$ cat src/rtl/pirb_pkg.sv
// ----------------------------------------------------------------------------
// pirb_pkg
// types, codes and default contents for the pmic i2c register bank
// ----------------------------------------------------------------------------
package pirb_pkg;

  // bus event codes carried by the mode field
  typedef enum logic [1:0] {
    MODE_BOUNDARY = 2'd0,  // write-start or stop
    MODE_WRITE    = 2'd1,  // byte written by the controller
    MODE_READ     = 2'd2,  // byte read by the controller
    MODE_OTHER    = 2'd3   // no effect
  } mode_t;

  localparam int RegCount  = 102;
  localparam int ChanCount = 6;  // output channels at 0x10 .. 0x60
  localparam int ChanRegs  = 6;  // registers per channel, low nibble 0 .. 5

  // addresses of the fixed registers and the general control pair
  localparam logic [7:0] Reg00Addr = 8'h00;
  localparam logic [7:0] Reg01Addr = 8'h01;
  localparam logic [7:0] Reg02Addr = 8'h02;
  localparam logic [7:0] Reg03Addr = 8'h03;

  // fixed registers and the general control pair
  localparam logic [7:0] Reg00Default = 8'hdb;
  localparam logic [7:0] Reg01Default = 8'h20;
  localparam logic [7:0] Reg02Default = 8'h54;
  localparam logic [7:0] Reg03Default = 8'hc0;
  localparam logic [7:0] Reg02Mask    = 8'hf7;

  // status address window
  localparam logic [7:0] StatFirst = 8'h04;
  localparam logic [7:0] StatLive  = 8'h05;  // first status register with live bits
  localparam logic [7:0] StatLast  = 8'h0a;
  localparam logic [7:0] LiveBits  = 8'h07;

  // per-channel write masks, channels at 0x50 and 0x60 are restricted
  localparam logic [7:0] MaskFull   = 8'hff;
  localparam logic [7:0] MaskLow    = 8'hbf;
  localparam logic [7:0] MaskSel    = 8'haf;
  localparam logic [3:0] FirstLdo   = 4'd5;

  // channel register defaults, channel by row, low nibble by column
  typedef logic [7:0] chan_default_t [ChanCount][ChanRegs];
  localparam chan_default_t ChanDefault = '{
    '{8'hf7, 8'hb7, 8'h37, 8'hf7, 8'h09, 8'hb0},
    '{8'heb, 8'hab, 8'hab, 8'heb, 8'h1d, 8'ha0},
    '{8'he3, 8'ha3, 8'h23, 8'he3, 8'h2c, 8'hb0},
    '{8'he3, 8'ha3, 8'h23, 8'he3, 8'h2c, 8'ha0},
    '{8'hb7, 8'hb7, 8'h37, 8'hb7, 8'h09, 8'ha0},
    '{8'h37, 8'h37, 8'h37, 8'h37, 8'h01, 8'ha0}
  };

  // write mask of a channel register, hi is the address high nibble
  function automatic logic [7:0] chan_mask(input logic [3:0] hi, input logic [3:0] lo);
    logic [7:0] m;
    m = MaskFull;
    if (hi >= FirstLdo) begin
      if (lo <= 4'd3) begin
        m = MaskLow;
      end else if (lo == 4'd4) begin
        m = MaskFull;
      end else begin
        m = MaskSel;
      end
    end
    return m;
  endfunction

endpackage

$ cat src/rtl/pmic_i2c_register_bank.sv
// ----------------------------------------------------------------------------
// pmic_i2c_register_bank
// register bank behind an i2c power-management device
// ----------------------------------------------------------------------------
// one input channel (in_valid / in_ready) carries bus events: mode selects a
// write-start or stop, a written byte, a read byte or an ignored event, and
// write_byte holds the data of a written byte. every accepted event gives
// exactly one result transfer on the output channel (out_valid / out_ready)
// with read_byte, which is the addressed register for a read and zero else.
// the event updates the pointer, byte count and bank at the accepting edge
// and the result sits in the output register from the next cycle. throughput
// is one event per cycle while the receiver keeps up, set by the single
// output register; an event is taken whenever that register is empty or
// being emptied in the same cycle, so a stalled receiver holds the result
// and back-pressures the input without losing or repeating anything.
// synchronous reset loads the fixed default table, clears pointer and count
// and empties the output register; the bank is usable the cycle after.
// status registers 0x04 .. 0x0a reset clear and hold only sticky bits, which
// nothing in this bank sets, so a read returns the live enable bits only.
// ----------------------------------------------------------------------------
module pmic_i2c_register_bank (
  input  logic       clk,
  input  logic       rst,
  input  logic       in_valid,
  output logic       in_ready,
  input  logic [1:0] mode,
  input  logic [7:0] write_byte,
  output logic       out_valid,
  input  logic       out_ready,
  output logic [7:0] read_byte
);

  localparam int ChanW = $clog2(pirb_pkg::ChanCount);
  localparam int RegW  = $clog2(pirb_pkg::ChanRegs);

  // bank state
  logic [7:0] pointer;
  logic [7:0] byte_count;
  logic [7:0] reg02;
  logic [7:0] reg03;
  // one row per output channel, registers 0 .. 5 of that channel
  logic [pirb_pkg::ChanRegs-1:0][7:0] chan_row [pirb_pkg::ChanCount];

  logic            accept;
  pirb_pkg::mode_t ev;

  // pointer decode
  logic [3:0]       hi;
  logic [3:0]       lo;
  logic             in_bank;
  logic             chan_hit;
  logic [ChanW-1:0] chan_sel;
  logic [RegW-1:0]  reg_sel;
  logic [7:0]       chan_old;
  logic [7:0]       chan_m;
  logic             stat_hit;
  logic [ChanW-1:0] en_sel;
  logic [pirb_pkg::ChanCount-1:0] chan_en;
  logic [7:0]       rd_value;
  logic [7:0]       result;

  assign accept   = in_valid && in_ready;
  assign in_ready = !out_valid || out_ready;
  assign ev       = pirb_pkg::mode_t'(mode);

  assign hi       = pointer[7:4];
  assign lo       = pointer[3:0];
  assign in_bank  = pointer < 8'(pirb_pkg::RegCount);
  assign chan_hit = in_bank && (hi >= 4'd1) && (hi <= 4'(pirb_pkg::ChanCount))
                    && (lo < 4'(pirb_pkg::ChanRegs));
  assign chan_sel = ChanW'(hi - 4'd1);
  assign reg_sel  = lo[RegW-1:0];
  assign chan_old = chan_row[chan_sel][reg_sel];
  assign chan_m   = pirb_pkg::chan_mask(hi, lo);

  // enable bit 7 of each channel's first register feeds the live status bits
  always_comb begin
    for (int i = 0; i < pirb_pkg::ChanCount; i++) begin
      chan_en[i] = chan_row[i][0][7];
    end
  end

  assign stat_hit = (pointer >= pirb_pkg::StatFirst) && (pointer <= pirb_pkg::StatLast);
  assign en_sel   = ChanW'(pointer - pirb_pkg::StatLive);

  // read value at the pointer
  always_comb begin
    rd_value = 8'h00;
    priority if (stat_hit) begin
      if ((pointer >= pirb_pkg::StatLive) && chan_en[en_sel]) begin
        rd_value = pirb_pkg::LiveBits;
      end
    end else if (pointer == pirb_pkg::Reg00Addr) begin
      rd_value = pirb_pkg::Reg00Default;
    end else if (pointer == pirb_pkg::Reg01Addr) begin
      rd_value = pirb_pkg::Reg01Default;
    end else if (pointer == pirb_pkg::Reg02Addr) begin
      rd_value = reg02;
    end else if (pointer == pirb_pkg::Reg03Addr) begin
      rd_value = reg03;
    end else if (chan_hit) begin
      rd_value = chan_old;
    end else begin
      // unpopulated or out-of-bank address
      rd_value = 8'h00;
    end
  end

  assign result = (ev == pirb_pkg::MODE_READ) ? rd_value : 8'h00;

  // pointer, count and bank updates
  always_ff @(posedge clk) begin
    if (rst) begin
      pointer    <= 8'h00;
      byte_count <= 8'h00;
      reg02      <= pirb_pkg::Reg02Default;
      reg03      <= pirb_pkg::Reg03Default;
      for (int i = 0; i < pirb_pkg::ChanCount; i++) begin
        for (int j = 0; j < pirb_pkg::ChanRegs; j++) begin
          chan_row[i][j] <= pirb_pkg::ChanDefault[i][j];
        end
      end
    end else if (accept) begin
      unique case (ev)
        pirb_pkg::MODE_BOUNDARY: begin
          byte_count <= 8'h00;
        end
        pirb_pkg::MODE_WRITE: begin
          byte_count <= byte_count + 8'd1;
          if (byte_count == 8'h00) begin
            // first byte of a transfer is the register address
            pointer <= write_byte;
          end else begin
            if (pointer == pirb_pkg::Reg02Addr) begin
              reg02 <= (reg02 & ~pirb_pkg::Reg02Mask) | (write_byte & pirb_pkg::Reg02Mask);
            end else if (pointer == pirb_pkg::Reg03Addr) begin
              reg03 <= write_byte;
            end else if (chan_hit) begin
              chan_row[chan_sel][reg_sel] <= (chan_old & ~chan_m) | (write_byte & chan_m);
            end
            pointer <= pointer + 8'd1;
          end
        end
        pirb_pkg::MODE_READ: begin
          pointer <= pointer + 8'd1;
        end
        pirb_pkg::MODE_OTHER: begin
        end
        default: begin
        end
      endcase
    end
  end

  // output register
  always_ff @(posedge clk) begin
    if (rst) begin
      out_valid <= 1'b0;
    end else if (accept) begin
      out_valid <= 1'b1;
    end else if (out_ready) begin
      out_valid <= 1'b0;
    end
  end

  always_ff @(posedge clk) begin
    if (accept) begin
      read_byte <= result;
    end
  end

endmodule

$ cat config.mk
export PLATFORM = sky130hd
export DESIGN_NAME = pmic_i2c_register_bank
export DESIGN_NICKNAME = d
export VERILOG_FILES = /design/src/rtl/pirb_pkg.sv /design/src/rtl/pmic_i2c_register_bank.sv
export SDC_FILE = /design/constraint.sdc
export NUM_CORES = 1
export LEC_CHECK = 0
export BUFFER_PORTS_ARGS = -buffer_cell sky130_fd_sc_hd__buf_2
export CORE_ASPECT_RATIO = 1.4
export CORE_MARGIN = 2
export CORE_UTILIZATION = 55
export CTS_CLUSTER_DIAMETER = 120
export CTS_CLUSTER_SIZE = 20
export DETAILED_ROUTE_END_ITERATION = 6
export PLACE_DENSITY_LB_ADDON = 0.12
export SLEW_MARGIN = 20
export SYNTH_ARGS = -nofsm -noshare
export SYNTH_HDL_FRONTEND = slang
export SYNTH_SLANG_ARGS = --single-unit
$ cat constraint.sdc
create_clock -name clk -period 4.55 [get_ports clk]
set_input_delay 0.91 -clock clk [delete_from_list [all_inputs] [get_ports clk]]
set_output_delay 0.91 -clock clk [all_outputs]
set_load 0.02 [all_outputs]
==> run metrics, run 1 <==
Max Fclk=253.3 MHz; reg-to-reg endpoint=chan_row[6][6]; Non-Filler Instances=2133; outcome=finished clean; Worst Path Required=approximately 4800 ps; grt ovf=0; layout cells sized above 1=0.1183; Post-CTS Setup Bufs=0; largest net degree at the start of global routing=76; Final Cycle Share=0.8677; Synth Flop Type=edfxtp_1; Setup crit end kind=register; Worst EP arrival=4160 ps; flops & latches, synth=424; Bufs and invs on worst path=3; Placement Setup Slack=around 650 ps; Routed WL=62770 um; Final Hold Fails=0; CTS Buf Count=25; Post-CTS Hold Buffers=0; Vias=14330; DRT Pass-1 Iters=5; Setup TNS=0 ps; sequential share of the synthesized area=0.6142; syn nets=1717; worst setup margin=602.0 ps; drt drc=0; total number of H-tree levels=1; commonest cells in the netlist=edfxtp_1, nand2_1, or3_1; CP most frequent cell=inv_1; Synth Warn #=0; RSZ-0062 raised after global routing=no; initial antenna violation count=3; Tot GR Track Use=0.3269; CP Class=reg -> reg; Synth Instances=1689; Lkg Pwr=6.875 nW; Die Y=between 200 and 250 um; Worst path max stage delay=730 ps; clk slew on worst S/H paths=90 ps; hold path cells=2; Final Skew=between 20 and 30 ps; IO Port Bufs=23; Synth top area share=0.5825; Startpoint Class=register; Async SR Flop Fraction=0; Clk Tree Root Cell=clkbuf_16; reg2reg path depth=8; GPL Wtd Cong=about 0.94; crit-path cells=inv_1 > ha_4 > buf_4 > mux2_2 > a222oi_1 > a21oi_1 > o32ai_4 > inv_1; Post-synth EDFFs=392; row count=83; number of global-route vias before repair=14000; synth unique cells=76; post-cts gate resize count=0; Core Area=0.03645 mm2; Clk Latency, worst-skew pair=570 ps; initial core utilization=0.5544; CP top delay family=compound AO/OA/AOI/OAI gates; pwr/cell area=359.1 mW/mm2; Area growth, synth to finish=6.265%; CP startpoint=pointer[5]; Worst-Margin Slew=1181 ps; first-pass GRT wire length=93260 um; Hold WC Path Type=reg -> reg; min Tclk post-route=just under 4000 ps; max-slew violations=0; total clock sinks=424; setup slack, reg-to-reg=600 ps; Routed Antenna Nets=0; post-synthesis cell area=0.02021 mm2; Die Area=0.03832 mm2; Max-cap violations=0; Avg Synthesized Cell Area=11.97 um2; CP max-delay cell=o32ai_4; VDD IR max=0.2560 mV; # nets final=approximately 1700; starting DRC count in detailed routing=2056; Clock Tree Buf Depth=3; top-count cell post-synth=edfxtp_1; hpwl dp=39640 um; vias per cell=6.717; WL per Instance=29.43 um; CTS tree=built; Worst slew margin=0.2130; Final setup viols=0; hold_sp=reg03[2]; Finished Core Util=0.5892; Worst Hold Endpoint=reg03[2]; Synth area leader=edfxtp_1; FF-to-FF Start=pointer[5]; CP Max Fanout=34; Ports=24; die extent in x=about 170 um; synth top area cells=edfxtp_1, or3_1, and3_1; placed instance count=2087
==> registers in the layout (all words and copies together), names as in the netlist <==
register	flops
out_valid	1
reg03	8
pointer	8
byte_count	8
chan_row	384
read_byte	8
reg02	7
==> power breakdown <==
part | switching (W) | leakage (nW) | internal (W)
Combinational | 0.000738 | 2.90 | 0.000291
Clock | 0.00130 | 0.338 | 0.00105
Sequential | 0.0000323 | 3.64 | 0.00430
==> through the flow <==
| stage | cell area (um2) | hold slack, ps | power, W |
|---|---|---|---|
| after CTS | 21470 | 489.9 | 0.007685 |
| final | 21480 | 501.4 | 0.007711 |
| after global placement | 20750 | 472.8 | 0.005411 |
| after floorplan | 20210 | 454.1 | 0.005033 |
| after detailed placement | 20750 | 475.1 | 0.005421 |
| after global routing | 21470 | 541.0 | 0.007903 |
==> layer usage <==
layer / global-route usage / share of wire
met1: 0.4286 / 0.38
met2: 0.5475 / 0.50
met3: 0.04440 / 0.081
met4: 0.1446 / 0.046
met5: 0 / 0
==> cells by family after synthesis <==
family | count (synthesis) | share of synthesized area
multiplexers | 93 | 0.06166
flip-flops | 424 | 0.6142
AND/OR/NAND/NOR | 709 | 0.1825
XOR/XNOR | 9 | 0.004829
buffers and inverters | 185 | 0.04365
AO/OA/AOI/OAI | 255 | 0.08451
adder cells (fa/ha/maj) | 14 | 0.008668
==> final cells by class <==
| cell class | instances | area (um2) |
|---|---|---|
| fill | 2939 | 14980 |
| sequential | 424 | 12420 |
| multi-input combinational | 1080 | 6978 |
| timing repair buffer | 97 | 710.7 |
| clock buffer | 44 | 696.9 |
| tap | 467 | 584.3 |
| inverter | 19 | 71.32 |
| clock inverter | 1 | 16.27 |
| antenna | 1 | 2.502 |
==> cells in the final DEF, fill, tap and decap left out, types with 12 or more instances in the layout <==
cell       count
or3_1        144
nand2_1      146
nor2_1       112
mux4_2        22
a21oi_1       68
buf_2         22
buf_4         72
o21ai_0       48
and3_1       103
nand2b_1      40
nor3_1        35
clkbuf_1      19
nand3_1       70
ha_1          13
inv_1         16
clkbuf_16     25
a221oi_1      15
edfxtp_1     392
mux2i_1       48
o22ai_1       12
nor2b_1       13
mux2_2        21
dfxtp_1       31
a31oi_1       16
==> worst register-to-register path: stages (launching register included) <==
cell and delay (ps):
dfxtp_1 470, inv_1 130, ha_4 640, buf_4 330
mux2_2 350, a222oi_1 340, a21oi_1 180, o32ai_4 730
inv_1 420
==> worst max-delay path by stage <==
stage                     depth (start not counted)  slack, ps         endpoint
final                                             8        600   chan_row[6][6]
after global routing                              8        400   chan_row[7][7]
after CTS                                        11        620     read_byte[1]
after detailed placement                         11        650     read_byte[1]
after global placement                            7        710  chan_row[7][38]
after floorplan                                  13        710  chan_row[6][40]
(Power assumes the default switching activity.)
==> inputs of run 2 (changes only) <==
--- a/config.mk
+++ b/config.mk
@@ -12,7 +12,7 @@
 export CTS_CLUSTER_DIAMETER = 120
 export CTS_CLUSTER_SIZE = 20
 export DETAILED_ROUTE_END_ITERATION = 6
-export PLACE_DENSITY_LB_ADDON = 0.12
+export PLACE_DENSITY = 0.68
 export SLEW_MARGIN = 20
 export SYNTH_ARGS = -nofsm -noshare
 export SYNTH_HDL_FRONTEND = slang
==> run 2 against run 1 <==
Compared with the run above: clock skew is essentially flat; final area shrank 0.22%; global-route usage shrank 0.34 points; die area is the same; sequential share of layout area grew 0.12 points; first-iteration DRC count shrank 11%; total power shrank 0.25%; largest cell class unchanged; register-to-register slack lost 230 ps; setup slack lost 230 ps.
==> run metrics, run 2 (synthesis gave the netlist of run 1 again) <==
outcome=finished clean; Die Area=0.03832 mm2; Top reg by flops=chan_row; CTS tree=built; Final Cycle Share=0.9190; Final Skew=25.73 ps; grt ovf=0; min Tclk post-route=around 4200 ps; pwr/cell area=around 360 mW/mm2; commonest non-fill, non-tap cell in the layout=edfxtp_1; Die Y=230.8 um; WL per Instance=between 20 and 30 um; # nets final=~1700; Max-cap violations=0; post-cts gate resize count=0; Worst Path Required=~4800 ps; number of global-route vias before repair=14250; total number of H-tree levels=1; Max Fclk=between 200 and 250 MHz; Tot GR Track Use=0.3235; Hold WC Path Type=reg -> reg; IO Port Bufs=23; Clk Latency, worst-skew pair=590 ps; Worst EP arrival=4460 ps; max reg flops=384; Routed WL=62300 um; row count=83; Area growth, synth to finish=6.036%; initial core utilization=0.5544; Final Hold Fails=0; max-slew violations=0; first-pass GRT wire length=between 90000 and 100000 um; GPL Wtd Cong=0.9059; Final setup viols=0; Lkg Pwr=between 6 and 7 nW; total clock sinks=between 400 and 500; Vias=14550; Reg area=0.01242 mm2; VDD IR max=0.3589 mV; clk slew on worst S/H paths=90 ps; Worst-Margin Slew=1185 ps; Startpoint Class=register; RSZ-0062 raised after global routing=no; Clk Tree Root Cell=clkbuf_16; DRT Pass-1 Iters=7; Worst slew margin=0.2102; largest net degree at the start of global routing=just over 80; Routed Antenna Nets=0; Ports=24; fillcell total=2941; CTS Buf Count=25; commonest cells after routing, fill and taps aside=edfxtp_1, nand2_1, or3_1, nor2_1, and3_1; Core Area=0.03645 mm2; Placement Setup Slack=509.8 ps; Post-CTS Hold Buffers=0; Multi-input gate area=0.006978 mm2; drt drc=0; Clock Tree Buf Depth=3; hpwl dp=38800 um; initial antenna violation count=1; CP Class=reg -> reg; worst setup margin=368.3 ps; vias per cell=between 6 and 7; layout cells sized above 1=0.1135; die extent in x=166.0 um; Post-CTS Setup Bufs=0; starting DRC count in detailed routing=1825; CP Max Fanout=68; Setup TNS=0 ps; Setup crit end kind=register
## run 2: changes by cell type in the layout (fill, tap and decap cells not counted)
cell     previous run  this run
buf_12              3         4
buf_2              22        21
buf_4              72        62
diode_2             1         3
inv_6               0         1
nand2_1           146       145
nand2_2             0         1
nor2_1            112       113
nor2_2              6         5
## run 2: area by class of cell
| class | count | share of cell area |
|---|---|---|
| Clock buffer | 44 | 0.03252 |
| Multi-Input combinational cell | 1080 | 0.3256 |
| Clock inverter | 2 | 0.001168 |
| Antenna cell | 3 | 0.0003503 |
| Sequential cell | 424 | 0.5794 |
| Timing Repair Buffer | 87 | 0.03036 |
| Tap cell | 467 | 0.02727 |
| Inverter | 19 | 0.003328 |
## run 2: stage by stage
stage / util / hold slack [ps] / std cells / area, um2 / total power, W
3_5_place_dp: 0.5676 / 479.7 / 2077 / 20690 / 0.005405
6_report: 0.5879 / 501.5 / 2126 / 21430 / 0.007692
5_1_grt: 0.5877 / 509.6 / 2123 / 21420 / 0.007867
2_1_floorplan: - / 454.1 / 1689 / 20210 / 0.005033
3_3_place_gp: 0.5676 / 462.9 / 2077 / 20690 / 0.005392
4_1_cts: 0.5874 / 495.1 / 2123 / 21410 / 0.007668
## run 2: final timing paths
kind / endpoint / cells past startpoint / from / slack (ps)
hold / removal: reg03[2] / 2 / reg03[2] / 500
setup / recovery: chan_row[6][36] / 12 / pointer[5] / 370
hold reg to reg: reg03[2] / 2 / reg03[2] / 500
setup reg to reg: chan_row[6][36] / 12 / pointer[5] / 370
## run 2: worst max-delay path, cell delays in order (launching register included)
cell       delay, ps
dfxtp_1          490
inv_1            140
ha_4             310
buf_12           350
buf_4            390
mux2_2           370
a221o_1          350
a22o_1           190
a21oi_1          180
o2111ai_1        270
mux2i_4          260
buf_4            320
inv_2            200
## run 2: where the power goes
group	switching, W	internal, W	total (W)
Clock	0.00129	0.00105	0.00234
Combinational	0.000735	0.000284	0.00102
Sequential	0.0000335	0.00430	0.00433
Total	0.00206	0.00563	0.00769
## run 2: routing by layer
| metal | global-route usage | wire, um | part of all wire | vias up |
|---|---|---|---|---|
| met5 | 0 | 0 | 0 | - |
| met4 | 0.1734 | 3752 | 0.060 | 0 |
| met3 | 0.05915 | 6349 | 0.10 | 209 |
| met2 | 0.5355 | 29900 | 0.48 | 937 |
| met1 | 0.4064 | 22290 | 0.36 | 7176 |
| li1 | - | - | - | 6227 |
